<file path="src/rtl/lcs_pkg.sv">
// Package for the load completion scoreboard.
// Holds widths, request and phase codes and the request struct.
// No dependencies.
package lcs_pkg;

  localparam int MaxLoadsDef = 16;
  localparam int TokenBits   = 32;
  localparam int GenW        = 64;
  localparam int ModeW       = 3;
  localparam int OutcomeW    = 2;
  localparam int StateW      = 3;
  localparam int ApbAddrW    = 1;
  localparam int ApbDataW    = 64;

  localparam logic [ApbAddrW-1:0] RegBatchGen = 1'b0;

  localparam logic [ModeW-1:0] MODE_LOAD     = 3'd0;
  localparam logic [ModeW-1:0] MODE_SEAL     = 3'd1;
  localparam logic [ModeW-1:0] MODE_COMPLETE = 3'd2;
  localparam logic [ModeW-1:0] MODE_CANCEL   = 3'd3;
  localparam logic [ModeW-1:0] MODE_TIMEOUT  = 3'd4;
  localparam logic [ModeW-1:0] MODE_CLEAR    = 3'd5;

  localparam logic [OutcomeW-1:0] OUTCOME_READY  = 2'd0;
  localparam logic [OutcomeW-1:0] OUTCOME_FAILED = 2'd1;

  localparam logic [StateW-1:0] PH_BUILDING  = 3'd0;
  localparam logic [StateW-1:0] PH_PENDING   = 3'd1;
  localparam logic [StateW-1:0] PH_READY     = 3'd2;
  localparam logic [StateW-1:0] PH_FAILED    = 3'd3;
  localparam logic [StateW-1:0] PH_CANCELLED = 3'd4;
  localparam logic [StateW-1:0] PH_TIMEOUT   = 3'd5;
  localparam logic [StateW-1:0] PH_INVALID   = 3'd6;

  typedef struct packed {
    logic [ModeW-1:0]     mode;
    logic [TokenBits-1:0] token;
    logic [GenW-1:0]      request_generation;
    logic [OutcomeW-1:0]  outcome;
  } item_t;

endpackage

</file>
<file path="src/rtl/lcs_if.sv">
// Request and result channel interfaces for the load completion scoreboard.
// Depends on lcs_pkg.
interface lcs_req_if;
  import lcs_pkg::*;

  logic                 valid;
  logic                 ready;
  logic [ModeW-1:0]     mode;
  logic [TokenBits-1:0] token;
  logic [GenW-1:0]      request_generation;
  logic [OutcomeW-1:0]  outcome;

  modport source (output valid, mode, token, request_generation, outcome, input ready);
  modport sink (input valid, mode, token, request_generation, outcome, output ready);
endinterface

interface lcs_rsp_if #(
  parameter int CntW = 5,
  parameter int IdxW = 4
);
  import lcs_pkg::*;

  logic                 valid;
  logic                 ready;
  logic                 accepted;
  logic [StateW-1:0]    batch_state;
  logic [CntW-1:0]      remaining_count;
  logic                 failed_valid;
  logic [IdxW-1:0]      failed_slot;
  logic [TokenBits-1:0] failed_token;

  modport source (output valid, accepted, batch_state, remaining_count, failed_valid,
                  failed_slot, failed_token, input ready);
  modport sink (input valid, accepted, batch_state, remaining_count, failed_valid,
                failed_slot, failed_token, output ready);
endinterface

</file>
<file path="src/rtl/lcs_apb_regs.sv">
// APB configuration register for the load completion scoreboard.
// Holds batch_generation; depends on lcs_pkg.
module lcs_apb_regs (
  input  logic                           clk_i,
  input  logic                           rst_ni,
  input  logic                           psel,
  input  logic                           penable,
  input  logic                           pwrite,
  input  logic [lcs_pkg::ApbAddrW-1:0]   paddr,
  input  logic [lcs_pkg::ApbDataW-1:0]   pwdata,
  output logic [lcs_pkg::ApbDataW-1:0]   prdata,
  output logic                           pready,
  output logic [lcs_pkg::GenW-1:0]       batch_gen_o
);
  import lcs_pkg::*;

  logic [GenW-1:0] batch_gen_q;
  logic            wr_en;

  assign pready = 1'b1;
  assign wr_en  = psel && penable && pwrite && (paddr == RegBatchGen);

  always_ff @(posedge clk_i or negedge rst_ni) begin
    if (!rst_ni) begin
      batch_gen_q <= '0;
    end else if (wr_en) begin
      batch_gen_q <= pwdata;
    end
  end

  always_comb begin
    prdata = '0;
    if (paddr == RegBatchGen) begin
      prdata = batch_gen_q;
    end
  end

  assign batch_gen_o = batch_gen_q;

endmodule

</file>
<file path="src/rtl/lcs_in_reg.sv">
// Input register stage of the load completion scoreboard.
// Captures one request per cycle while the core takes items; depends on lcs_pkg and lcs_req_if.
module lcs_in_reg (
  input  logic           clk_i,
  input  logic           rst_ni,
  lcs_req_if.sink        req,
  output logic           item_valid_o,
  output lcs_pkg::item_t item_o,
  input  logic           item_ready_i
);
  import lcs_pkg::*;

  logic  valid_q;
  item_t item_q;
  logic  take;

  assign req.ready = !valid_q || item_ready_i;
  assign take      = req.valid && req.ready;

  always_ff @(posedge clk_i or negedge rst_ni) begin
    if (!rst_ni) begin
      valid_q <= 1'b0;
    end else if (take) begin
      valid_q <= 1'b1;
    end else if (item_ready_i) begin
      valid_q <= 1'b0;
    end
  end

  always_ff @(posedge clk_i) begin
    if (take) begin
      item_q.mode               <= req.mode;
      item_q.token              <= req.token;
      item_q.request_generation <= req.request_generation;
      item_q.outcome            <= req.outcome;
    end
  end

  assign item_valid_o = valid_q;
  assign item_o       = item_q;

endmodule

</file>
<file path="src/rtl/lcs_core.sv">
// Batch state, token table and result register of the load completion scoreboard.
// Depends on lcs_pkg and lcs_rsp_if.
module lcs_core #(
  parameter int MaxLoads = lcs_pkg::MaxLoadsDef,
  parameter int CntW     = $clog2(MaxLoads + 1),
  parameter int IdxW     = (MaxLoads > 1) ? $clog2(MaxLoads) : 1
) (
  input  logic                     clk_i,
  input  logic                     rst_ni,
  input  logic                     item_valid_i,
  input  lcs_pkg::item_t           item_i,
  output logic                     item_ready_o,
  input  logic [lcs_pkg::GenW-1:0] batch_gen_i,
  lcs_rsp_if.source                rsp
);
  import lcs_pkg::*;

  logic [TokenBits-1:0] table_q [MaxLoads];

  logic [StateW-1:0]    phase_q, phase_d;
  logic [CntW-1:0]      cnt_q, cnt_d;
  logic [CntW-1:0]      left_q, left_d, left_dec;
  logic [MaxLoads-1:0]  done_q, done_d;
  logic                 bad_q, bad_d;
  logic                 fv_q, fv_d;
  logic [IdxW-1:0]      fslot_q, fslot_d;
  logic [TokenBits-1:0] ftok_q, ftok_d;

  logic [MaxLoads-1:0]  hit_vec;
  logic [MaxLoads-1:0]  open_vec;
  logic [IdxW-1:0]      sel_idx;
  logic                 proc;
  logic                 acc;
  logic                 wr_en;

  logic                 out_v_q;
  logic                 acc_q;
  logic [StateW-1:0]    state_q;
  logic [CntW-1:0]      rem_q;
  logic                 ofv_q;
  logic [IdxW-1:0]      oslot_q;
  logic [TokenBits-1:0] otok_q;

  assign item_ready_o = !out_v_q || rsp.ready;
  assign proc         = item_valid_i && item_ready_o;

  always_comb begin
    for (int i = 0; i < MaxLoads; i++) begin
      hit_vec[i] = (CntW'(i) < cnt_q) && (table_q[i] == item_i.token);
    end
    open_vec = hit_vec & ~done_q;
    sel_idx  = '0;
    for (int i = MaxLoads - 1; i >= 0; i--) begin
      if (open_vec[i]) begin
        sel_idx = IdxW'(i);
      end
    end
  end

  assign left_dec = (left_q != '0) ? left_q - CntW'(1) : left_q;

  always_comb begin
    phase_d = phase_q;
    cnt_d   = cnt_q;
    left_d  = left_q;
    done_d  = done_q;
    bad_d   = bad_q;
    fv_d    = fv_q;
    fslot_d = fslot_q;
    ftok_d  = ftok_q;
    acc     = 1'b0;
    wr_en   = 1'b0;
    if (proc) begin
      unique case (item_i.mode)
        MODE_LOAD: begin
          if (phase_q == PH_BUILDING && !bad_q) begin
            if (item_i.token == '0 || cnt_q >= CntW'(MaxLoads) || (|hit_vec)) begin
              bad_d = 1'b1;
            end else begin
              wr_en = 1'b1;
              cnt_d = cnt_q + CntW'(1);
              acc   = 1'b1;
            end
          end
        end
        MODE_SEAL: begin
          if (phase_q == PH_BUILDING) begin
            if (bad_q || batch_gen_i == '0) begin
              phase_d = PH_INVALID;
            end else begin
              done_d  = '0;
              left_d  = cnt_q;
              phase_d = (cnt_q == '0) ? PH_READY : PH_PENDING;
              acc     = 1'b1;
            end
          end
        end
        MODE_COMPLETE: begin
          if (phase_q == PH_PENDING && item_i.request_generation == batch_gen_i &&
              item_i.token != '0 && (|open_vec)) begin
            if (item_i.outcome == OUTCOME_READY) begin
              done_d = done_q | (MaxLoads'(1) << sel_idx);
              left_d = left_dec;
              if (left_dec == '0) begin
                phase_d = PH_READY;
              end
              acc = 1'b1;
            end else if (item_i.outcome == OUTCOME_FAILED) begin
              fv_d    = 1'b1;
              fslot_d = sel_idx;
              ftok_d  = item_i.token;
              phase_d = PH_FAILED;
              acc     = 1'b1;
            end
          end
        end
        MODE_CANCEL: begin
          if (phase_q == PH_PENDING) begin
            phase_d = PH_CANCELLED;
            acc     = 1'b1;
          end
        end
        MODE_TIMEOUT: begin
          if (phase_q == PH_PENDING) begin
            phase_d = PH_TIMEOUT;
            acc     = 1'b1;
          end
        end
        MODE_CLEAR: begin
          phase_d = PH_BUILDING;
          cnt_d   = '0;
          left_d  = '0;
          done_d  = '0;
          bad_d   = 1'b0;
          fv_d    = 1'b0;
          acc     = 1'b1;
        end
        default: begin
        end
      endcase
    end
  end

  always_ff @(posedge clk_i or negedge rst_ni) begin
    if (!rst_ni) begin
      phase_q <= PH_BUILDING;
      cnt_q   <= '0;
      left_q  <= '0;
      done_q  <= '0;
      bad_q   <= 1'b0;
      fv_q    <= 1'b0;
      out_v_q <= 1'b0;
    end else begin
      phase_q <= phase_d;
      cnt_q   <= cnt_d;
      left_q  <= left_d;
      done_q  <= done_d;
      bad_q   <= bad_d;
      fv_q    <= fv_d;
      if (proc) begin
        out_v_q <= 1'b1;
      end else if (rsp.ready) begin
        out_v_q <= 1'b0;
      end
    end
  end

  always_ff @(posedge clk_i) begin
    fslot_q <= fslot_d;
    ftok_q  <= ftok_d;
    if (wr_en) begin
      table_q[cnt_q[IdxW-1:0]] <= item_i.token;
    end
    if (proc) begin
      acc_q   <= acc;
      state_q <= phase_d;
      rem_q   <= left_d;
      ofv_q   <= fv_d;
      oslot_q <= fv_d ? fslot_d : '0;
      otok_q  <= fv_d ? ftok_d : '0;
    end
  end

  assign rsp.valid           = out_v_q;
  assign rsp.accepted        = acc_q;
  assign rsp.batch_state     = state_q;
  assign rsp.remaining_count = rem_q;
  assign rsp.failed_valid    = ofv_q;
  assign rsp.failed_slot     = oslot_q;
  assign rsp.failed_token    = otok_q;

  a_left_within_count: assert property (@(posedge clk_i) disable iff (!rst_ni)
    left_q <= cnt_q)
    else $error("left count exceeds entry count");

  a_building_no_left: assert property (@(posedge clk_i) disable iff (!rst_ni)
    (phase_q == PH_BUILDING) |-> (left_q == '0 && done_q == '0))
    else $error("building batch has outstanding loads");

  a_fail_latch_phase: assert property (@(posedge clk_i) disable iff (!rst_ni)
    fv_q == (phase_q == PH_FAILED))
    else $error("failure latch out of step with phase");

  a_pending_balance: assert property (@(posedge clk_i) disable iff (!rst_ni)
    (phase_q == PH_PENDING) |-> ($countones(done_q) + int'(left_q) == int'(cnt_q)
                                 && left_q != '0))
    else $error("done bits and left count disagree");

  a_result_follows_request: assert property (@(posedge clk_i) disable iff (!rst_ni)
    proc |=> (out_v_q && state_q == phase_q))
    else $error("result register missed a request");

endmodule

</file>
<file path="src/rtl/load_completion_scoreboard.sv">
// Load completion scoreboard top level: tracks one batch of tagged loads.
// A request passes through the input register and then the result register.
// Throughput: one request per cycle while rsp.ready; token match is a single parallel compare.
// Reset clears batch state, failure latch and batch_generation; the table needs no clearing.
// Depends on lcs_pkg, lcs_if, lcs_apb_regs, lcs_in_reg and lcs_core.
module load_completion_scoreboard #(
  parameter int MaxLoads = lcs_pkg::MaxLoadsDef
) (
  input  logic                         clk_i,
  input  logic                         rst_ni,
  lcs_req_if.sink                      req,
  lcs_rsp_if.source                    rsp,
  input  logic                         psel,
  input  logic                         penable,
  input  logic                         pwrite,
  input  logic [lcs_pkg::ApbAddrW-1:0] paddr,
  input  logic [lcs_pkg::ApbDataW-1:0] pwdata,
  output logic [lcs_pkg::ApbDataW-1:0] prdata,
  output logic                         pready
);
  import lcs_pkg::*;

  logic            item_valid;
  logic            item_ready;
  item_t           item;
  logic [GenW-1:0] batch_gen;

  lcs_apb_regs u_regs (
    .clk_i       (clk_i),
    .rst_ni      (rst_ni),
    .psel        (psel),
    .penable     (penable),
    .pwrite      (pwrite),
    .paddr       (paddr),
    .pwdata      (pwdata),
    .prdata      (prdata),
    .pready      (pready),
    .batch_gen_o (batch_gen)
  );

  lcs_in_reg u_in_reg (
    .clk_i        (clk_i),
    .rst_ni       (rst_ni),
    .req          (req),
    .item_valid_o (item_valid),
    .item_o       (item),
    .item_ready_i (item_ready)
  );

  lcs_core #(
    .MaxLoads (MaxLoads)
  ) u_core (
    .clk_i        (clk_i),
    .rst_ni       (rst_ni),
    .item_valid_i (item_valid),
    .item_i       (item),
    .item_ready_o (item_ready),
    .batch_gen_i  (batch_gen),
    .rsp          (rsp)
  );

endmodule

</file>
<file path="src/flat_wrapper.sv">
// flat-port wrapper written by rule: the top's interface ports become plain ports
module load_completion_scoreboard_flat import lcs_pkg::*;
#(
  parameter int MaxLoads = lcs_pkg::MaxLoadsDef
)
  (clk_i, rst_ni, psel, penable, pwrite, paddr, pwdata, prdata, pready, req_valid, req_mode, req_token, req_request_generation, req_outcome, req_ready, rsp_valid, rsp_accepted, rsp_batch_state, rsp_remaining_count, rsp_failed_valid, rsp_failed_slot, rsp_failed_token, rsp_ready);
  lcs_req_if req_i ();
  lcs_rsp_if #(.CntW(5), .IdxW(4)) rsp_i ();
  input  logic clk_i;
  input  logic rst_ni;
  input  logic psel;
  input  logic penable;
  input  logic pwrite;
  input  logic [lcs_pkg::ApbAddrW-1:0] paddr;
  input  logic [lcs_pkg::ApbDataW-1:0] pwdata;
  output logic [lcs_pkg::ApbDataW-1:0] prdata;
  output logic pready;
  input wire logic [$bits(req_i.valid)-1:0] req_valid;
  input wire logic [$bits(req_i.mode)-1:0] req_mode;
  input wire logic [$bits(req_i.token)-1:0] req_token;
  input wire logic [$bits(req_i.request_generation)-1:0] req_request_generation;
  input wire logic [$bits(req_i.outcome)-1:0] req_outcome;
  output wire logic [$bits(req_i.ready)-1:0] req_ready;
  output wire logic [$bits(rsp_i.valid)-1:0] rsp_valid;
  output wire logic [$bits(rsp_i.accepted)-1:0] rsp_accepted;
  output wire logic [$bits(rsp_i.batch_state)-1:0] rsp_batch_state;
  output wire logic [$bits(rsp_i.remaining_count)-1:0] rsp_remaining_count;
  output wire logic [$bits(rsp_i.failed_valid)-1:0] rsp_failed_valid;
  output wire logic [$bits(rsp_i.failed_slot)-1:0] rsp_failed_slot;
  output wire logic [$bits(rsp_i.failed_token)-1:0] rsp_failed_token;
  input wire logic [$bits(rsp_i.ready)-1:0] rsp_ready;
  assign req_i.valid = req_valid;
  assign req_i.mode = req_mode;
  assign req_i.token = req_token;
  assign req_i.request_generation = req_request_generation;
  assign req_i.outcome = req_outcome;
  assign req_ready = req_i.ready;
  assign rsp_valid = rsp_i.valid;
  assign rsp_accepted = rsp_i.accepted;
  assign rsp_batch_state = rsp_i.batch_state;
  assign rsp_remaining_count = rsp_i.remaining_count;
  assign rsp_failed_valid = rsp_i.failed_valid;
  assign rsp_failed_slot = rsp_i.failed_slot;
  assign rsp_failed_token = rsp_i.failed_token;
  assign rsp_i.ready = rsp_ready;
  load_completion_scoreboard #(.MaxLoads(MaxLoads)) u_core (.clk_i(clk_i), .rst_ni(rst_ni), .req(req_i), .rsp(rsp_i), .psel(psel), .penable(penable), .pwrite(pwrite), .paddr(paddr), .pwdata(pwdata), .prdata(prdata), .pready(pready));
endmodule
</file>
<file path="config.mk">
export PLATFORM = sky130hd
export DESIGN_NAME = load_completion_scoreboard_flat
export DESIGN_NICKNAME = d
export VERILOG_FILES = /design/src/rtl/lcs_pkg.sv /design/src/rtl/lcs_if.sv /design/src/rtl/lcs_apb_regs.sv /design/src/rtl/lcs_in_reg.sv /design/src/rtl/lcs_core.sv /design/src/rtl/load_completion_scoreboard.sv /design/src/flat_wrapper.sv
export SDC_FILE = /design/constraint.sdc
export NUM_CORES = 2
export LEC_CHECK = 0
export ABC_AREA = 1
export BUFFER_PORTS_ARGS = -buffer_cell sky130_fd_sc_hd__buf_2
export CAP_MARGIN = 20
export CORE_MARGIN = 4
export CORE_UTILIZATION = 45
export CTS_BUF_LIST = sky130_fd_sc_hd__clkbuf_8
export DETAILED_ROUTE_END_ITERATION = 10
export SLEW_MARGIN = 20
export SYNTH_ARGS = -nofsm -noshare
export SYNTH_HDL_FRONTEND = slang
export SYNTH_SLANG_ARGS = --single-unit
</file>
<file path="constraint.sdc">
create_clock -name clk_i -period 5.9 [get_ports clk_i]
set_input_delay 0.295 -clock clk_i [delete_from_list [all_inputs] [get_ports clk_i]]
set_output_delay 0.295 -clock clk_i [all_outputs]
set_load 0.1 [all_outputs]
</file>
# Yosys cells after proc, flatten, opt, wreduce, memory -nomap -nowiden
# Memories as Yosys holds them, arrays and structs flattened.
# Index checks and enable logic that the tools add are counted.
# W data, S select, Z words.
[op_classes]
n_bitwise = 4
n_lt_le_gt_ge = 17
n_addsub = 2
n_mux = 78
n_reduce_logical = 52
n_eq_ne = 31
shifts = 1
[ops]
columns = ["op", "count"]
rows = [
  ["$eq A32 B32 Y1", 16],
  ["$mux W32", 5],
  ["$mux W4", 21],
  ["$eq A64 B64 Y1", 1],
  ["$logic_not A64 Y1", 1],
  ["$mux W16", 4],
  ["$mux W64", 1],
  ["$pmux W16 S3", 1],
  ["$lt A4 B5 Y1 const A", 8],
  ["$mux W5", 8],
  ["$logic_not A32 Y1", 1],
  ["$reduce_bool A32 Y1", 1],
  ["$reduce_or A16 Y1", 2],
  ["$mux W3", 9],
  ["$logic_and A1 B1 Y1", 25],
  ["$mux W1", 22],
  ["$lt A3 B5 Y1 const A", 4],
  ["$and A16 B16 Y16", 1],
  ["$not A16 Y16", 1],
  ["$or A16 B16 Y16", 1],
  ["$shl A1 B4 Y16 const A", 1],
  ["$pmux W3 S5", 1],
  ["$pmux W5 S3", 1],
  ["$ne A2 B2 Y1 const B", 7],
  ["other kinds (25)", 42],
]
[word_totals]
mem_bits_rw = 512
inputBits = 173
n_memories = 1
register_bits = 280
word_cells = 207
output_inout_bits = 113
[mem_list]
columns = ["memory", "words", "word_bits", "rd", "rd_clocked_by_memory_dff", "wr", "line_no", "text"]
rows = [
  ["u_core.u_core.table_q", 16, 32, 16, 0, 1, "lcs_core.sv:18", "logic [TokenBits-1:0] table_q [MaxLoads];"],
]

# Depth between registers and ports, before layout
# An unclocked memory read counts as a cell.
[logic_depth]
ltp_word = 25
ltp_mapped = 28
mapped_depth_nobuf = 27

# Modules after synthesis
# From an unflattened synthesis, not the netlist that was laid out.
[unflattened]
cells_unflattened = 3039
area_unflattened_um2 = 35200.0
[modules_own_cells]
columns = ["mod", "seq_area_each_um2", "n_inst", "area_each_um2", "cells_per_inst"]
rows = [
  ["lcs_core", 18277.5, 1, 28987.8, 2514],
  ["lcs_apb_regs", 1601.5, 1, 3134.3, 418],
  ["lcs_in_reg", 3057.9, 1, 3078.0, 107],
]

# Worst setup path before layout
# Ideal clock, no wire load.
[synth_path]
path_type = "reg2reg"
from = "register u_core.u_core.out_v_q, in the netlist u_core.u_core.rsp.valid"
to = "register u_core.u_in_reg.item_q, in the netlist u_core.u_in_reg.item_o[0], enable pin"
synth_period_minus_slack_ps = 4327
path_stages_with_launch = 4
t_required_ps = 5446
setup_ps = 454
path_buffers = 0
t_arrival_ps = 3872
setup_slack_ps = 1573
path_cell_list = "dfrtp_1 nand3_1 nand2_1 inv_1"
[synth_via]
elab_chain_len = 4
[synth_lines]
columns = ["item", "line_no", "text"]
rows = [
  ["from (decl)", "lcs_core.sv:36", "logic out_v_q;"],
  ["from (signal assigned)", "lcs_core.sv:152", "out_v_q <= 1'b0;"],
  ["from (signal assigned)", "lcs_core.sv:161", "out_v_q <= 1'b1;"],
  ["from (signal assigned)", "lcs_core.sv:163", "out_v_q <= 1'b0;"],
  ["$logic_not A1 Y1", "lcs_core.sv:44", "assign item_ready_o = !out_v_q || rsp.ready;"],
  ["$logic_or A1 B1 Y1", "lcs_core.sv:44", ""],
  ["$logic_or A1 B1 Y1", "lcs_in_reg.sv:17", "assign req.ready = !valid_q || item_ready_i;"],
  ["named net req_ready", "flat_wrapper.sv:23", "output wire logic [$bits(req_i.ready)-1:0] req_ready;"],
  ["$logic_and A1 B1 Y1", "lcs_in_reg.sv:18", "assign take = req.valid && req.ready;"],
  ["named net u_core.u_in_reg.take", "lcs_in_reg.sv:15", "logic take;"],
  ["to (decl)", "lcs_in_reg.sv:14", "item_t item_q;"],
]
# The timed path passes the listed nets, and every way through them passes these cells.
# A chain may end at the register's enable or synchronous reset.

# Worst setup path in the final report
[layout_path]
from = "register u_core.u_in_reg.item_q, in the netlist u_core.u_in_reg.item_o[95]"
to = "memory u_core.u_core.table_q[5][12], enable pin"
[layout_via]
elab_chain_len = 10
elab_cells_between_ends = 42
cone_classes = "eq/ne (16); mux (6); reduce/logical (20)"
[layout_lines]
columns = ["item", "line_no", "text"]
rows = [
  ["$eq A32 B32 Y1", "lcs_core.sv:49", "hit_vec[i] = (CntW'(i) < cnt_q) && (table_q[i] == item_i.token);"],
  ["$logic_and A1 B1 Y1", "lcs_core.sv:49", ""],
  ["$reduce_or A16 Y1", "lcs_core.sv:77", "if (item_i.token == '0 || cnt_q >= CntW'(MaxLoads) || (|hit_vec)) begin"],
  ["$logic_or A1 B1 Y1 *", "lcs_core.sv:77", ""],
  ["$mux W1 *", "lcs_core.sv:77", ""],
  ["$mux W1 *", "lcs_core.sv:76", "if (phase_q == PH_BUILDING && !bad_q) begin"],
  ["$mux W1 *", "lcs_core.sv:74", "unique case (item_i.mode)"],
  ["$mux W1 *", "lcs_core.sv:73", "if (proc) begin"],
  ["$mux W1 *", "lcs_core.sv:171", "if (wr_en) begin"],
  ["$mux W1 (implied by the code) *", "lcs_core.sv:172", "table_q[cnt_q[IdxW-1:0]] <= item_i.token;"],
  ["to (decl)", "lcs_core.sv:18", ""],
]
# Every way passes the cells marked *; elsewhere a longest branch is shown, timed or not.

==> results.py <==
metrics = {
    "outcome": {
        "outcome": "finished clean",
    },
    "critical_path": {
        "slowest_stage": "edfxtp_1",
        "worst_setup_path_start_kind": "register",
        "path_delay_family": "simple AND/OR/NAND/NOR gates",
        "slowest_delay_ps": 900,
        "endpoint_kind": "register",
        "cp_max_fo": 32,
        "path_cells": "inv_2, nor2_1, nor3_1, nand3_1, nor2_1, nand3_1, nand2_1, a211oi_1, nand2_1, nor4_1, nand3_1, inv_1, nand2_1, nor2_2, buf_4",
        "critPathRequiredTime_ps": 6360,
        "critPathBufInv": 3,
        "crit_type": "reg2reg",
        "arrival_ps": 5560,
    },
    "logic_synthesis": {
        "yosysMostFrequentCell": "edfxtp_1",
        "synthesis.area_mm2": 0.03819,
        "synth-edff-count": 659,
        "yosysWarnings": 0,
        "ys_seq_area_share_pct": 60.06,
        "netlist_top_cells_count": "659 x edfxtp_1, 593 x nand2_1, 491 x nor2_1",
        "synthFlopType": "edfxtp_1",
        "async_flop_share_pct": 12.25,
        "synth_cell_types": 63,
        "synth_cells": 3678,
        "synth_largest_area_cell": "edfxtp_1",
        "ys_ff_latch": 792,
        "syn-num-nets": 3857,
        "syn_area_per_cell_um2": 10.38,
        "synth_top_area_share_pct": 51.82,
        "synthTopCellsByArea": "edfxtp_1 52%, dfrtp_1 6.4%, nand2_1 5.8%, nor2_1 4.8%, xnor2_1 3.8%",
    },
    "clock_network": {
        "cts_max_path_buffers": 3,
        "cts.clk_slew.worst_paths_ps": 60,
        "cts_buffers": 143,
        "insertion_delay_ps": 830,
        "root_buffer": "clkbuf_8",
        "cts-resized-gates": 0,
        "cts_tree": "built",
        "clock_sinks": 792,
        "htreeDepth": 4,
    },
    "flow_run": {
        "maxCapViolations": 0,
    },
    "route": {
        "wire_per_inst_um": 25.60,
        "drtAntennaViolNets": 0,
        "dr.pass1.iters": 6,
        "vias_per_cell": 5.557,
        "vias": 30610,
        "wirelength_um": 141000,
        "drt_iter0_markers": 3518,
        "drc": 0,
    },
    "global_route": {
        "grt_pass1_vias": 29850,
        "grt_use_met3_pct": 5.099,
        "grt.total_usage_pct": 30.99,
        "busiest_layer": "met2",
        "antenna_found_initial": 7,
        "grt-ovfl-total": 0,
        "grt_max_degree": 68,
        "met2_usage_pct": 49.23,
        "grt_use_met1_pct": 43.01,
        "grt_pass1_wl_um": 201700,
    },
    "sta": {
        "slew_violations": 0,
        "fin_tns_setup_ps": 0,
        "finalCritPeriodShare_pct": 86.51,
        "slew_headroom_pct": 34.59,
        "clock-skew-final_ps": 48.53,
        "hold_viol": 0,
        "whs_ps": 186.3,
        "worstMarginPinSlew_ps": 981.1,
        "rsz0062_at_grt": "no",
        "fmax_mhz": 195.9,
        "setup_violations": 0,
        "min_period_ps": 5104,
    },
    "place": {
        "dp.cells": 5077,
        "io_buffers": 284,
        "finalWeightedCongestion": 0.9535,
        "dpl.hpwl_um": 96740,
    },
    "pwr": {
        "p_sw_share_pct": 33.62,
        "p_leak_nw": 18.17,
        "switchingPower_mw": 4.806,
        "p_int_mw": 9.488,
        "p_per_area_mw_per_mm2": 315.2,
        "comb_power_share_pct": 20.3,
        "p_seq_share_pct": 45.9,
        "peakVddDrop_uv": 222.6,
        "p_clk_share_pct": 33.8,
    },
    "floorplan": {
        "ioPinCount": 286,
        "die_w_um": 299.3,
        "floorplan.initialDensity_pct": 45.49,
        "fp.dieH_um": 299.3,
        "die_area_mm2": 0.08959,
        "core_area_mm2": 0.08395,
        "rows": 106,
    },
    "layout": {
        "area_growth_syn_to_layout_pct": 18.73,
        "nNetsFinal": 4441,
        "final_core_util_pct": 54.01,
        "drive_gt1_share_pct": 17.49,
        "fin_cells": 5508,
    },
    "hold_path": {
        "min_path_type": "in2reg",
    },
}
[stage by stage]
stage	power, mW	worst slack (ps)	area (um2)
floorplan	8.458	1573	38190
global placement	9.427	911.9	40970
detailed placement	9.426	937.2	40970
CTS	14.35	914.9	45300
global route	14.83	664.1	45340
finish	14.29	796.0	45340
[path summary, 6_finish.rpt]
kind / cells after the start / startpoint / slack [ps] / to
setup / recovery: 15 / u_core.u_in_reg.item_o[95] / 800 / u_core.u_core.table_q[5][12]
hold / removal: 2 / req_token[18] / 190 / u_core.u_in_reg.item_o[84]
setup reg to reg: 15 / u_core.u_in_reg.item_o[95] / 800 / u_core.u_core.table_q[5][12]
max in group asynchronous: 4 / rst_ni / 4440 / u_core.u_core.fv_q
hold reg to reg: 2 / u_core.u_core.ftok_q[31] / 460 / u_core.u_core.ftok_q[31]
min in group asynchronous: 4 / rst_ni / 590 / u_core.u_regs.batch_gen_o[24]
[sequential cells by signal, summed over array words and instances, names as in the netlist, 3 cells and up]
signal,count
u_core.u_core.cnt_q,5
u_core.u_core.done_q,16
u_core.u_core.fslot_q,4
u_core.u_core.ftok_q,32
u_core.u_core.left_q,5
u_core.u_core.phase_q,3
u_core.u_core.rsp.batch_state,3
u_core.u_core.rsp.failed_slot,4
u_core.u_core.rsp.failed_token,32
u_core.u_core.rsp.remaining_count,5
u_core.u_core.table_q,512
u_core.u_in_reg.item_o,101
u_core.u_regs.batch_gen_o,64
[per-layer routing]
layer  wire, um  share of wire [%]  up-vias
met5          0                  0        -
met4       5033                3.6        0
met3      11400                8.1      286
met2      65310                 46     1564
met1      59250                 42    14980
li1           -                  -    13780
[kinds of logic after synthesis]
| family | after synthesis | synth area share, % |
|---|---|---|
| DFF | 792 | 60.06 |
| and+or+nand+nor | 1818 | 22.45 |
| adders and majority gates | 6 | 0.1966 |
| xor gates and xnor gates | 314 | 7.201 |
| buffers and inverters | 501 | 6.150 |
| other | 1 | 0.009819 |
| AOI/OAI and AO/OA | 246 | 3.935 |
[what timing repair did]
item / CTS / global route
setup buffers: 0 / 0
hold buffers: 172 / 0
endpoints found under the hold margin: 206 / 0
[layout make-up]
cell class / count / area [um2]
Clock inverter: 96 / 480.5
Fill cell: 7402 / 38610
Tap cell: 1134 / 1419
Multi-Input combinational cell: 2385 / 12950
Inverter: 389 / 1485
Clock buffer: 154 / 2120
Sequential cell: 792 / 22940
Timing Repair Buffer: 551 / 3939
Antenna cell: 7 / 17.52
[placed cells by master (no fill, tap or decap), types with 90 or more instances in the layout]
cell           count
edfxtp_1         659
nand2_1          593
nor2_1           476
inv_1            396
buf_2            283
nand4_1          193
dlygate4sd3_1    171
xnor2_1          165
clkbuf_8         154
xor2_1           149
nand3_1          132
nor3_1           111
dfrtp_1           97
a21oi_1           96
buf_4             90
[power by group through the flow]
stage	combinational (mW)	sequential [mW]	clock [mW]
3_5_place_dp	2.76	6.67	0
6_report	2.90	6.56	4.83
4_1_cts	2.86	6.56	4.93
3_3_place_gp	2.76	6.67	0
5_1_grt	3.05	6.58	5.21
2_1_floorplan	1.54	6.92	0
Power figures use the tool's default switching activity.
